**src/bpua_pkg.sv**
```systemverilog
// bpua_pkg: shared constants and types for the button press uid action block
// action codes, register map, field widths and the press event struct
// no dependencies
package bpua_pkg;

    // defaults for the top level parameters
    localparam int LONG_PRESS_TICKS_DEF = 10;
    localparam int MAX_UID_BYTES_DEF    = 8;

    // field widths
    localparam int ACT_W      = 4;
    localparam int FIELD_W    = 64;
    localparam int SIZE_W     = 4;
    localparam int APB_DATA_W = 32;
    localparam int APB_ADDR_W = 4;
    localparam int REG_IDX_W  = 2;

    // input op codes
    localparam logic OP_TICK = 1'b0;
    localparam logic OP_LOAD = 1'b1;

    // action codes
    localparam logic [ACT_W-1:0] ACT_NONE      = 4'd0;
    localparam logic [ACT_W-1:0] ACT_RANDOM    = 4'd1;
    localparam logic [ACT_W-1:0] ACT_INC_LEFT  = 4'd2;
    localparam logic [ACT_W-1:0] ACT_INC_RIGHT = 4'd3;
    localparam logic [ACT_W-1:0] ACT_DEC_LEFT  = 4'd4;
    localparam logic [ACT_W-1:0] ACT_DEC_RIGHT = 4'd5;
    localparam logic [ACT_W-1:0] ACT_CYCLE     = 4'd6;
    localparam logic [ACT_W-1:0] ACT_STORE     = 4'd7;
    localparam logic [ACT_W-1:0] ACT_RECALL    = 4'd8;

    // register indexes (byte address 4*index)
    localparam logic [REG_IDX_W-1:0] REG_SHORT_ACTION = 2'd0;
    localparam logic [REG_IDX_W-1:0] REG_LONG_ACTION  = 2'd1;
    localparam logic [REG_IDX_W-1:0] REG_UID_SIZE     = 2'd2;

    localparam logic [SIZE_W-1:0] UID_SIZE_RST = 4'd4;

    // press events raised by the counter for the item in flight
    typedef struct packed {
        logic fire_short;
        logic fire_long;
    } press_evt_t;

endpackage

```
**src/bpua_press.sv**
```systemverilog
// bpua_press: pressed tick counter with short and long press detection
// depends on bpua_pkg
module bpua_press #(
    parameter int LONG_PRESS_TICKS = bpua_pkg::LONG_PRESS_TICKS_DEF
) (
    input  logic                  clk,
    input  logic                  rst_n,
    input  logic                  step,
    input  logic                  pressed,
    output bpua_pkg::press_evt_t  evt
);
    import bpua_pkg::*;

    localparam int CNT_W = $clog2(LONG_PRESS_TICKS + 2);
    localparam logic [CNT_W-1:0] LONG_CNT = CNT_W'(LONG_PRESS_TICKS);
    localparam logic [CNT_W-1:0] HELD_CNT = CNT_W'(LONG_PRESS_TICKS + 1);

    logic [CNT_W-1:0] cnt_reg;
    logic [CNT_W-1:0] cnt_next;

    always_comb
    begin
        cnt_next       = cnt_reg;
        evt.fire_short = 1'b0;
        evt.fire_long  = 1'b0;
        if (step)
        begin
            if (pressed)
            begin
                if (cnt_reg < LONG_CNT)
                begin
                    cnt_next = cnt_reg + 1'b1;
                end
                else if (cnt_reg == LONG_CNT)
                begin
                    evt.fire_long = 1'b1;
                    cnt_next      = HELD_CNT;
                end
            end
            else
            begin
                // release after a held-past-long press fires nothing
                evt.fire_short = (cnt_reg != '0) && (cnt_reg <= LONG_CNT);
                cnt_next       = '0;
            end
        end
    end

    always_ff @(posedge clk or negedge rst_n)
    begin
        if (!rst_n)
        begin
            cnt_reg <= '0;
        end
        else
        begin
            cnt_reg <= cnt_next;
        end
    end

    a_cnt_range: assert property (@(posedge clk) disable iff (!rst_n)
        cnt_reg <= HELD_CNT)
        else $error("press count beyond held value");

    a_long_holds: assert property (@(posedge clk) disable iff (!rst_n)
        evt.fire_long |=> cnt_reg == HELD_CNT)
        else $error("long press did not park the count");

    a_short_clears: assert property (@(posedge clk) disable iff (!rst_n)
        evt.fire_short |=> cnt_reg == '0 && !evt.fire_long)
        else $error("short press did not clear the count");

endmodule

```
**src/bpua_uid.sv**
```systemverilog
// bpua_uid: held uid register with load, random and byte-wise inc/dec actions
// depends on bpua_pkg
module bpua_uid #(
    parameter int MAX_UID_BYTES = bpua_pkg::MAX_UID_BYTES_DEF
) (
    input  logic                          clk,
    input  logic                          rst_n,
    input  logic                          step,
    input  logic                          load,
    input  logic [8*MAX_UID_BYTES-1:0]    load_value,
    input  logic [8*MAX_UID_BYTES-1:0]    rnd,
    input  logic [bpua_pkg::ACT_W-1:0]    code,
    input  logic [bpua_pkg::SIZE_W-1:0]   uid_size,
    output logic [8*MAX_UID_BYTES-1:0]    uid_next
);
    import bpua_pkg::*;

    localparam int UID_W = 8 * MAX_UID_BYTES;
    localparam logic [SIZE_W-1:0] MAX_BYTES = SIZE_W'(MAX_UID_BYTES);

    logic [UID_W-1:0]         uid_store_reg;
    logic [SIZE_W-1:0]        nbytes;
    logic [MAX_UID_BYTES-1:0] in_use;
    logic [MAX_UID_BYTES-1:0] edge_val;
    logic [MAX_UID_BYTES-1:0] carry;
    logic [UID_W-1:0]         stepped;
    logic                     down;
    logic                     right;

    assign nbytes = (uid_size > MAX_BYTES) ? MAX_BYTES : uid_size;
    assign down   = (code == ACT_DEC_LEFT) || (code == ACT_DEC_RIGHT);
    assign right  = (code == ACT_INC_RIGHT) || (code == ACT_DEC_RIGHT);

    // per byte: does it wrap, and does the carry from the stepped end reach it
    always_comb
    begin
        for (int i = 0; i < MAX_UID_BYTES; i++)
        begin
            in_use[i]   = SIZE_W'(i) < nbytes;
            edge_val[i] = down ? (uid_store_reg[8*i +: 8] == 8'h00)
                               : (uid_store_reg[8*i +: 8] == 8'hFF);
        end
        for (int i = 0; i < MAX_UID_BYTES; i++)
        begin
            carry[i] = in_use[i];
            for (int j = 0; j < MAX_UID_BYTES; j++)
            begin
                if (!right && (j < i))
                begin
                    carry[i] = carry[i] & edge_val[j];
                end
                if (right && (j > i) && in_use[j])
                begin
                    carry[i] = carry[i] & edge_val[j];
                end
            end
            if (carry[i])
            begin
                stepped[8*i +: 8] = down ? uid_store_reg[8*i +: 8] - 8'd1
                                         : uid_store_reg[8*i +: 8] + 8'd1;
            end
            else
            begin
                stepped[8*i +: 8] = uid_store_reg[8*i +: 8];
            end
        end
    end

    always_comb
    begin
        uid_next = uid_store_reg;
        if (load)
        begin
            uid_next = load_value;
        end
        else
        begin
            case (code)
                ACT_RANDOM:
                begin
                    for (int i = 0; i < MAX_UID_BYTES; i++)
                    begin
                        if (in_use[i])
                        begin
                            uid_next[8*i +: 8] = rnd[8*i +: 8];
                        end
                    end
                end
                ACT_INC_LEFT, ACT_INC_RIGHT, ACT_DEC_LEFT, ACT_DEC_RIGHT:
                begin
                    uid_next = stepped;
                end
                default:
                begin
                    uid_next = uid_store_reg;
                end
            endcase
        end
    end

    always_ff @(posedge clk or negedge rst_n)
    begin
        if (!rst_n)
        begin
            uid_store_reg <= '0;
        end
        else if (step)
        begin
            uid_store_reg <= uid_next;
        end
    end

    a_load_takes: assert property (@(posedge clk) disable iff (!rst_n)
        step && load |=> uid_store_reg == $past(load_value))
        else $error("uid load not taken");

endmodule

```
**src/button_press_uid_action.sv**
```systemverilog
// button_press_uid_action: short/long button press detector acting on a held uid
// top level: input register, press counter, uid unit, result register, apb registers
// depends on bpua_pkg, bpua_press, bpua_uid
//
// usage
//   input channel (in_valid/in_stall): one item per transfer; op 0 is a button
//   tick carrying button_pressed, op 1 loads uid_value into the held uid.
//   output channel (out_valid/out_stall): exactly one result per item, in order:
//   action_fired, action_code and the uid after the item (uid_out).
//   path: an accepted item sits in the input register, then moves to the result
//   register when that is free, where it is presented until it transfers.
//   throughput: one item per cycle unless out_stall holds a result; the counter
//   and uid update are combinational between the input and result registers.
//   stall: while out_stall holds a result, the item in the input register waits
//   and in_stall rises; a held result keeps its payload.
//   reset: counter, uid, channel valids and action registers clear; uid_size resets to 4.
//   apb: short_action at 0x0, long_action at 0x4, uid_size at 0x8, 4 bits each;
//   write only while no item is in flight. pready is tied high.
module button_press_uid_action #(
    parameter int LONG_PRESS_TICKS = bpua_pkg::LONG_PRESS_TICKS_DEF,
    parameter int MAX_UID_BYTES    = bpua_pkg::MAX_UID_BYTES_DEF
) (
    input  logic                              clk,
    input  logic                              rst_n,
    // input channel
    input  logic                              in_valid,
    output logic                              in_stall,
    input  logic                              op,
    input  logic                              button_pressed,
    input  logic [bpua_pkg::FIELD_W-1:0]      uid_value,
    input  logic [bpua_pkg::FIELD_W-1:0]      random_value,
    // output channel
    output logic                              out_valid,
    input  logic                              out_stall,
    output logic                              action_fired,
    output logic [bpua_pkg::ACT_W-1:0]        action_code,
    output logic [bpua_pkg::FIELD_W-1:0]      uid_out,
    // configuration
    input  logic                              psel,
    input  logic                              penable,
    input  logic                              pwrite,
    input  logic [bpua_pkg::APB_ADDR_W-1:0]   paddr,
    input  logic [bpua_pkg::APB_DATA_W-1:0]   pwdata,
    output logic [bpua_pkg::APB_DATA_W-1:0]   prdata,
    output logic                              pready
);
    import bpua_pkg::*;

    localparam int UID_W = 8 * MAX_UID_BYTES;

    // configuration registers
    logic [ACT_W-1:0]     short_action_reg;
    logic [ACT_W-1:0]     long_action_reg;
    logic [SIZE_W-1:0]    uid_size_reg;
    logic [REG_IDX_W-1:0] reg_idx;
    logic                 cfg_wr;

    // input register
    logic             in_valid_reg;
    logic             in_valid_next;
    logic             op_reg;
    logic             pressed_reg;
    logic [UID_W-1:0] uid_value_reg;
    logic [UID_W-1:0] random_reg;

    // result register
    logic             out_valid_reg;
    logic             out_valid_next;
    logic             fired_reg;
    logic [ACT_W-1:0] code_reg;
    logic [UID_W-1:0] uid_out_reg;

    logic             accept;
    logic             advance;
    logic             out_free;
    press_evt_t       press_evt;
    logic [ACT_W-1:0] raw_code;
    logic [ACT_W-1:0] act_code;
    logic [UID_W-1:0] uid_next;

    assign pready  = 1'b1;
    assign reg_idx = paddr[APB_ADDR_W-1:2];
    assign cfg_wr  = psel && penable && pwrite;

    always_ff @(posedge clk or negedge rst_n)
    begin
        if (!rst_n)
        begin
            short_action_reg <= ACT_NONE;
            long_action_reg  <= ACT_NONE;
            uid_size_reg     <= UID_SIZE_RST;
        end
        else if (cfg_wr)
        begin
            case (reg_idx)
                REG_SHORT_ACTION: short_action_reg <= pwdata[ACT_W-1:0];
                REG_LONG_ACTION:  long_action_reg  <= pwdata[ACT_W-1:0];
                REG_UID_SIZE:     uid_size_reg     <= pwdata[SIZE_W-1:0];
                default:          ;
            endcase
        end
    end

    always_comb
    begin
        case (reg_idx)
            REG_SHORT_ACTION: prdata = APB_DATA_W'(short_action_reg);
            REG_LONG_ACTION:  prdata = APB_DATA_W'(long_action_reg);
            REG_UID_SIZE:     prdata = APB_DATA_W'(uid_size_reg);
            default:          prdata = '0;
        endcase
    end

    // handshake: the input register moves on whenever the result register is free
    assign out_free = !out_valid_reg || !out_stall;
    assign advance  = in_valid_reg && out_free;
    assign in_stall = in_valid_reg && !out_free;
    assign accept   = in_valid && !in_stall;

    always_comb
    begin
        in_valid_next = in_valid_reg;
        if (accept)
        begin
            in_valid_next = 1'b1;
        end
        else if (advance)
        begin
            in_valid_next = 1'b0;
        end
    end

    always_comb
    begin
        out_valid_next = out_valid_reg;
        if (advance)
        begin
            out_valid_next = 1'b1;
        end
        else if (!out_stall)
        begin
            out_valid_next = 1'b0;
        end
    end

    always_ff @(posedge clk or negedge rst_n)
    begin
        if (!rst_n)
        begin
            in_valid_reg  <= 1'b0;
            out_valid_reg <= 1'b0;
        end
        else
        begin
            in_valid_reg  <= in_valid_next;
            out_valid_reg <= out_valid_next;
        end
    end

    always_ff @(posedge clk)
    begin
        if (accept)
        begin
            op_reg        <= op;
            pressed_reg   <= button_pressed;
            uid_value_reg <= uid_value[UID_W-1:0];
            random_reg    <= random_value[UID_W-1:0];
        end
    end

    bpua_press #(
        .LONG_PRESS_TICKS (LONG_PRESS_TICKS)
    ) u_press (
        .clk     (clk),
        .rst_n   (rst_n),
        .step    (advance && (op_reg == OP_TICK)),
        .pressed (pressed_reg),
        .evt     (press_evt)
    );

    // unknown codes behave as none
    always_comb
    begin
        if (press_evt.fire_long)
        begin
            raw_code = long_action_reg;
        end
        else if (press_evt.fire_short)
        begin
            raw_code = short_action_reg;
        end
        else
        begin
            raw_code = ACT_NONE;
        end
        act_code = (raw_code inside {[ACT_RANDOM:ACT_RECALL]}) ? raw_code : ACT_NONE;
    end

    bpua_uid #(
        .MAX_UID_BYTES (MAX_UID_BYTES)
    ) u_uid (
        .clk        (clk),
        .rst_n      (rst_n),
        .step       (advance),
        .load       (op_reg == OP_LOAD),
        .load_value (uid_value_reg),
        .rnd        (random_reg),
        .code       (act_code),
        .uid_size   (uid_size_reg),
        .uid_next   (uid_next)
    );

    always_ff @(posedge clk)
    begin
        if (advance)
        begin
            fired_reg   <= act_code != ACT_NONE;
            code_reg    <= act_code;
            uid_out_reg <= uid_next;
        end
    end

    assign out_valid    = out_valid_reg;
    assign action_fired = fired_reg;
    assign action_code  = code_reg;
    assign uid_out      = FIELD_W'(uid_out_reg);

endmodule
```
**config.mk**
```make
export PLATFORM = sky130hd
export DESIGN_NAME = button_press_uid_action
export DESIGN_NICKNAME = d
export VERILOG_FILES = /design/src/bpua_pkg.sv /design/src/bpua_press.sv /design/src/bpua_uid.sv /design/src/button_press_uid_action.sv
export SDC_FILE = /design/constraint.sdc
export NUM_CORES = 1
export LEC_CHECK = 0
export BUFFER_PORTS_ARGS = -buffer_cell sky130_fd_sc_hd__buf_2
export CORE_ASPECT_RATIO = 0.5
export CORE_MARGIN = 2
export CORE_UTILIZATION = 27
export DETAILED_ROUTE_END_ITERATION = 6
export GPL_TIMING_DRIVEN = 0
export PLACE_DENSITY = 0.45
export SKIP_LAST_GASP = 1
export SLEW_MARGIN = 20
export SYNTH_ARGS = -nofsm -noshare
export SYNTH_HDL_FRONTEND = slang
export SYNTH_SLANG_ARGS = --single-unit
```
**constraint.sdc**
```tcl
create_clock -name clk -period 5.2 [get_ports clk]
set_clock_uncertainty 0.05 [all_clocks]
set_input_delay 0.26 -clock clk [delete_from_list [all_inputs] [get_ports clk]]
set_output_delay 0.26 -clock clk [all_outputs]
set_load 0.03 [all_outputs]
```
==> metrics, run 1 <==
critical-path maximum fanout=10; PortBufs=roughly 220; initial antenna violation count=1; Max VDD drop=~0.2 mV; synth top area cells=edfxtp_1, dfrtp_1, ha_1; setup violators final=0; Simple-Gate Fraction of Synth Area=0.09281; GRT met1 Usage=0.2309; min Tclk post-route=between 4 and 5 ns; Final Max Slew Viols=0; io pins=between 200 and 300; Worst-Margin Slew=roughly 1.2 ns; Post-synth EDFFs=roughly 200; clk buf depth=3; Final Hold Vio Count=0; Synth Area in Adders=0.05393; WL final=approximately 52 mm; gr busiest metal=met2; Starting DRT DRC Count=between 700 and 800; main combinational cell family by area after synthesis=compound AO/OA/AOI/OAI gates; Peak Freq=approximately 200 MHz; P_leak=7.724 nW; post-synth top area share=0.4037; maxcap violations=0; DIE AREA=56830 µm²; Yosys cell types=between 70 and 80; Cell Pwr Density=between 300 and 400 nW/µm²; CTS tree=done; Core Box Area=about 54000 µm²; critical path required time=5.43 ns; end of the worst register-to-register path=uid_out[56]; Finished Cell Area=between 15000 and 20000 µm²; met2 GRT Util=0.3004; Slew headroom=0.2163; asr flop ratio synth=0.2918; CP Launch Type=flip-flop; Crit. End Element=flip-flop; vias in the first global route=around 12000; TritonCTS Sinks=about 280; Compound-Gate Fraction of Synth Area=0.1897; reg-to-reg critical path startpoint=u_press.cnt_reg[1]; clk slew on worst S/H paths=approximately 0.07 ns; top cell type by total area after synthesis=edfxtp_1; router iterations before antenna repair=5; row count=60; crit path DAT=just over 5 ns; vias per cell=4.999; grt ovf=0; Chip Height=about 170 µm; Die Wd=between 300 and 400 µm; YS warnings=0; xor/xnor share of the synthesized area=0.03837; FF+latch count, synth=281; ANT cells=0; Reg2Reg Setup Slack=0.29 ns; Initial Util=0.2742; fin nets=1954; largest net degree at the start of global routing=51; H-tree levels=1; DRC errors left=0; first-pass GRT wire length=about 75 mm; Final GP Congestion=0.8982; Mapped Cells=~1300; sequential area share after synthesis=0.5424; total power=just over 7 mW; Area growth, synth to finish=31.05%; met3 usage=0.03234; dpl cell area=about 17000 µm²; GRT Total Usage=0.1760; CP Launch Point=u_press.cnt_reg[1]; fin crit share=0.9444; Clk Tree Root Cell=clkbuf_16; layout cells sized above 1=0.2133; mapped cell area=roughly 15000 µm²; mux cell area share after synthesis=0.03626; crit path to=uid_out[56]; Routed wire per std cell=approximately 21 µm; Most used DFF post-synth=edfxtp_1; Via Count=~12000; worst min path class=in2async; syn_area_per_cell=approximately 11 µm²; status=completed; kind of critical path=reg2reg; post-route ant nets=0; unrepaired setup endpoints after global routing=no; # fillers=approximately 5500; Worst-Skew Late Latency=slightly below 0.6 ns; DP HPWL=approximately 37 mm; CTS buffer count=29; worst reg2reg path depth=11
## critical path, stage by stage (launching register included)
cell,delay [ns]
dfrtp_1,0.48
ha_1,0.21
and2b_1,0.20
o22ai_2,0.35
a32o_1,0.21
buf_2,0.21
nand2_1,0.14
nand2_1,0.34
clkbuf_1,0.72
clkbuf_1,0.65
clkbuf_1,0.75
o21ai_0,0.27
## synth_stat cells, types with 10 or more instances
library cell	instances
a21o_1	23
a21oi_1	98
a221o_1	25
a221oi_1	22
a2bb2oi_1	14
a31oi_1	19
buf_2	11
buf_4	31
clkbuf_1	44
dfrtp_1	81
edfxtp_1	199
ha_1	51
inv_1	48
mux2_2	37
mux2i_1	12
nand2_1	91
nand3_1	16
nand4_1	18
nor2_1	80
nor3_1	10
nor4_1	20
o21ai_0	90
o21ai_1	12
o21bai_1	18
o221ai_1	19
o31ai_1	14
xnor2_1	52
xor2_1	11
## repair_timing
item	4_1_cts	5_1_grt
hold endpoints to repair	187	0
setup endpoints to repair	0	23
hold buffers	138	0
buffers inserted	0	1
resized for setup	0	1
## where the power goes
group          switching, mW  internal, mW  leakage [nW]
clock network          0.946          1.19         0.454
registers              0.298          2.74          2.84
logic                   1.18         0.819          4.43
total                   2.43          4.75          7.72
## through the flow
stage	setup slack, ns	cells	hold slack [ns]	utilization	TNS, ns
after CTS	0.1469	2456	0.1464	0.3590	0
after global routing	0.09001	2457	0.1850	0.3594	0
after detailed placement	0.1850	2265	0.1990	0.3160	0
after global placement	-1.588	2257	0.3874	0.3127	-218.00
after floorplan	0.1706	1328	-0.08559	-	0
final	0.2891	2457	0.1529	0.3594	0
## layout make-up
cell class,instances,area (µm²),area share
clock inverters,21,195.2,0.01006
plain buffers,93,498.0,0.02567
repair buffers,363,2643,0.1362
inverters,50,187.7,0.009674
clock buffers,32,747.0,0.03850
multi-input cells,904,6208,0.3200
well taps,713,892.1,0.04599
flip-flops and latches,281,8029,0.4139
## cells in the final DEF, fill, tap and decap left out, drive strengths merged, types with 7 or more instances in the layout
| master | instances |
|---|---|
| fa | 8 |
| nor2 | 80 |
| xnor2 | 53 |
| clkbuf | 76 |
| a22oi | 8 |
| conb | 29 |
| and2 | 7 |
| dfrtp | 81 |
| clkinv | 13 |
| a221oi | 22 |
| edfxtp | 199 |
| o21ai | 102 |
| a22o | 8 |
| mux2i | 12 |
| xor2 | 11 |
| nand3 | 16 |
| nand4 | 18 |
| dlygate4sd3 | 138 |
| nor2b | 9 |
| nor4 | 20 |
| a31oi | 19 |
| nand2 | 93 |
| buf | 274 |
| o31ai | 14 |
| ha | 51 |
| mux2 | 37 |
| a21boi | 7 |
| o21bai | 18 |
| a21oi | 98 |
| a2bb2oi | 14 |
| a21o | 23 |
| inv | 51 |
| o221ai | 20 |
| a221o | 25 |
| nor3 | 13 |
## cells by family after synthesis
logic type | count (synthesis)
multiplexers | 49
XOR/XNOR | 64
AND/OR/NAND/NOR | 286
other | 2
buffers and inverters | 143
adder cells (fa/ha/maj) | 59
AO/OA/AOI/OAI | 417
flip-flops | 281
## worst min path at each step
stage | startpoint | endpoint | cells after the start
final | rst_n | u_uid.uid_store_reg[5] | 2
after global routing | rst_n | u_uid.uid_store_reg[5] | 2
after CTS | paddr[2] | short_action_reg[1] | 3
after detailed placement | rst_n | in_valid_reg | 1
after global placement | uid_value[6] | uid_value_reg[6] | 1
after floorplan | rst_n | in_valid_reg | 0
## routing by layer
layer | part of all wire | routed length, µm
met5 | 0 | 0
met4 | 0.025 | 1268
met3 | 0.056 | 2880
met2 | 0.48 | 24800
met1 | 0.44 | 22620
No activity file was read; power rests on OpenSTA's default activity.
==> inputs of run 2 (changes only) <==
Settings changed: SYNTH_HIERARCHICAL set to 1.
==> run 2 against run 1 <==
  * Clock-buffer cell count grew 1
  * Setup slack lost 0.16 ns
  * Largest cell class unchanged
  * Via count grew 15%
==> metrics, run 2 <==
synth top area cells=edfxtp_1, dfrtp_1, ha_1; WL final=60.95 mm (+18%); dpl cell area=18000 µm² (+5.5%); Final Max Slew Viols=0 (unchanged); Slew headroom=0.2223 (+0.006040); Mapped Cells=1473 (+13%); total power=7.017 mW (-2.2%); PortBufs=216 (unchanged); Worst path most repeated cell=buf_4; maxcap violations=0 (unchanged); clk slew on worst S/H paths=0.07 ns (about the same); Initial Util=0.2728 (-0.001472); sequential area share after synthesis=0.5134 (-0.02895); CTS tree=done; Die Wd=344.3 µm (+2.7%); Yosys cell types=85 (+15%); asr flop ratio synth=0.2918 (unchanged); Final GP Congestion=0.9059 (+0.86%); fin nets=2146 (+9.8%); post-synth top area share=0.3821 (-0.02154); DP HPWL=42.33 mm (+16%); vias per cell=5.211 (+4.2%); critical path required time=5.60 ns (+0.17 ns); fin crit share=0.9747 (+0.03029); DRC errors left=0 (unchanged); row count=62 (+3.3%); router iterations before antenna repair=7 (+2); Peak Freq=197.3 MHz (-3.1%); max incr delay on CP=0.53 ns (-0.22 ns); GRT Total Usage=0.1970 (+0.02096); Cell Pwr Density=339.4 nW/µm² (-8.2%); vias in the first global route=13520 (+10%); mapped cell area=15640 µm² (+5.6%); most frequent cells in the layout=buf_2, edfxtp_1, dlygate4sd3_1, nand2_1, nor2_1; Chip Height=174.2 µm (+2.7%); Final Util=0.3606 (+0.001211); worst min path class=in2async; DIE AREA=59970 µm² (+5.5%); TNS Setup=0 ns (unchanged); grt ovf=0 (unchanged); Core Box Area=57330 µm² (+6.2%); fin cells=2705 (+10%); crit path DAT=5.46 ns (+0.32 ns); Max VDD drop=0.2797 mV (+41%); CP Cell Sequence=nand2_4 > and2_4 > nor2b_4 > nand2_2 > nor4_4 > buf_4 > and3b_1 > a2111o_1 > nor2b_4 > buf_6 > nor3b_4 > buf_4 > buf_4 > or3_4 > a222oi_1 > buf_4 > buf_6 > o211ai_1 > buf_4 > or4b_4 > a31oi_2; P_leak=8.058 nW (+4.3%); TritonCTS Sinks=281 (unchanged); syn_area_per_cell=10.62 µm² (-6.7%); # fillers=5765 (+5.5%); slowest CP cell=or4b_4; CTS buffer count=29 (unchanged); commonest non-fill, non-tap cell in the layout=buf_2; Starting DRT DRC Count=1216 (+64%); initial antenna violation count=3 (+2); clk buf depth=3 (unchanged); CP Launch Type=flip-flop; Worst-Skew Late Latency=0.61 ns (+0.03 ns); io pins=277 (unchanged); placed instance count=2489 (+9.9%); critical-path maximum fanout=6 (-4); first-pass GRT wire length=87.29 mm (+16%); Final Hold Vio Count=0 (unchanged); Clk Tree Root Cell=clkbuf_16; Post-synth EDFFs=199 (unchanged); largest net degree at the start of global routing=54 (+5.9%); Routed wire per std cell=22.53 µm (+7.3%); ANT cells=0 (unchanged); Area growth, synth to finish=32.21%; Worst-Margin Slew=1.167 ns (-0.009060 ns); Finished Cell Area=20670 µm² (+6.6%); unrepaired setup endpoints after global routing=no; Via Count=14100 (+15%); post-route ant nets=0 (unchanged); kind of critical path=reg2reg; min Tclk post-route=5.068 ns (+0.1575 ns); layout cells sized above 1=0.2163 (+0.003011); status=completed; Crit. End Element=flip-flop; top cell type by total area after synthesis=edfxtp_1; worst reg2reg path depth=21 (+10); setup violators final=0 (unchanged); YS warnings=6 (+6); Commonest cells post-synth=edfxtp_1, nand2_1, nor2_1, a21oi_1, o21ai_0; leading cell type by number of instances after synthesis=edfxtp_1; Most used DFF post-synth=edfxtp_1; H-tree levels=1 (unchanged); FF+latch count, synth=281 (unchanged)
[run 2: layer usage]
| layer | GRT usage | wire length, µm |
|---|---|---|
| met5 | 0 | 0 |
| met4 | 0.05435 | 1738 |
| met3 | 0.03259 | 3898 |
| met2 | 0.3187 | 28530 |
| met1 | 0.2715 | 26780 |
[run 2: logic make-up (layout without fill, tap and decap cells)]
| logic type | Yosys count | after routing | synth area share |
|---|---|---|---|
| DFF | 281 | 281 | 0.5134 |
| adders and majority gates | 59 | 59 | 0.05105 |
| AOI/OAI and AO/OA | 457 | 457 | 0.2010 |
| muxes | 31 | 31 | 0.02264 |
| other | 2 | 29 | 0.0004803 |
| xor gates and xnor gates | 38 | 38 | 0.02128 |
| buffers and inverters | 153 | 589 | 0.04521 |
| and+or+nand+nor | 452 | 453 | 0.1449 |
[run 2: where the power goes]
| group | total (mW) | internal, mW | switching, mW |
|---|---|---|---|
| combinational | 1.92 | 0.764 | 1.16 |
| clock | 2.06 | 1.10 | 0.965 |
| sequential | 3.03 | 2.72 | 0.314 |
[run 2: path summary, 6_finish.rpt]
path | startpoint | end | slack [ns]
max in group asynchronous | rst_n | uid_size_reg[2] | 4.30
worst max-delay path | out_valid | uid_out[38] | 0.13
min in group clk | paddr[2] | uid_size_reg[0] | 0.13
worst max register to register | out_valid | uid_out[38] | 0.13
worst min register to register | short_action_reg[2] | short_action_reg[2] | 0.50
worst min-delay path | rst_n | in_valid_reg | 0.07
[run 2: cell type report]
cell class                 instances  area (µm²)  area share
multi-input combinational       1067        7224      0.3495
clock buffer                      33       750.7     0.03631
clock inverter                    21       162.7    0.007868
buffer                            95       536.8     0.02596
sequential                       281        8030      0.3884
timing repair buffer             383        2790      0.1350
tap                              768       960.9     0.04648
inverter                          57       217.7     0.01053
[run 2: worst max-delay path, delay by kind of cell, from the launching register on]
| kind | cells | cell delay [ns] |
|---|---|---|
| AO/OA/AOI/OAI | 4 | 1.01 |
| AND/OR/NAND/NOR | 10 | 2.25 |
| flip-flops | 1 | 0.43 |
| buffers and inverters | 7 | 1.15 |
[run 2: what timing repair did]
item,4_1_cts,5_1_grt
endpoints found under the setup margin,128,87
hold buffers,138,0
setup buffers,12,9
hold endpoints to repair,225,0
gates cloned,3,1
pin swaps,6,9
gates resized for setup,25,24
[run 2: per-stage QoR]
stage / hold slack (ns) / setup slack, ns
after floorplan: -0.08559 / 0.01113
after global placement: 0.3872 / -1.964
after detailed placement: 0.1322 / -1.481
after CTS: 0.06351 / 0.04520
after global routing: 0.09793 / 0.005839
final: 0.06995 / 0.1316
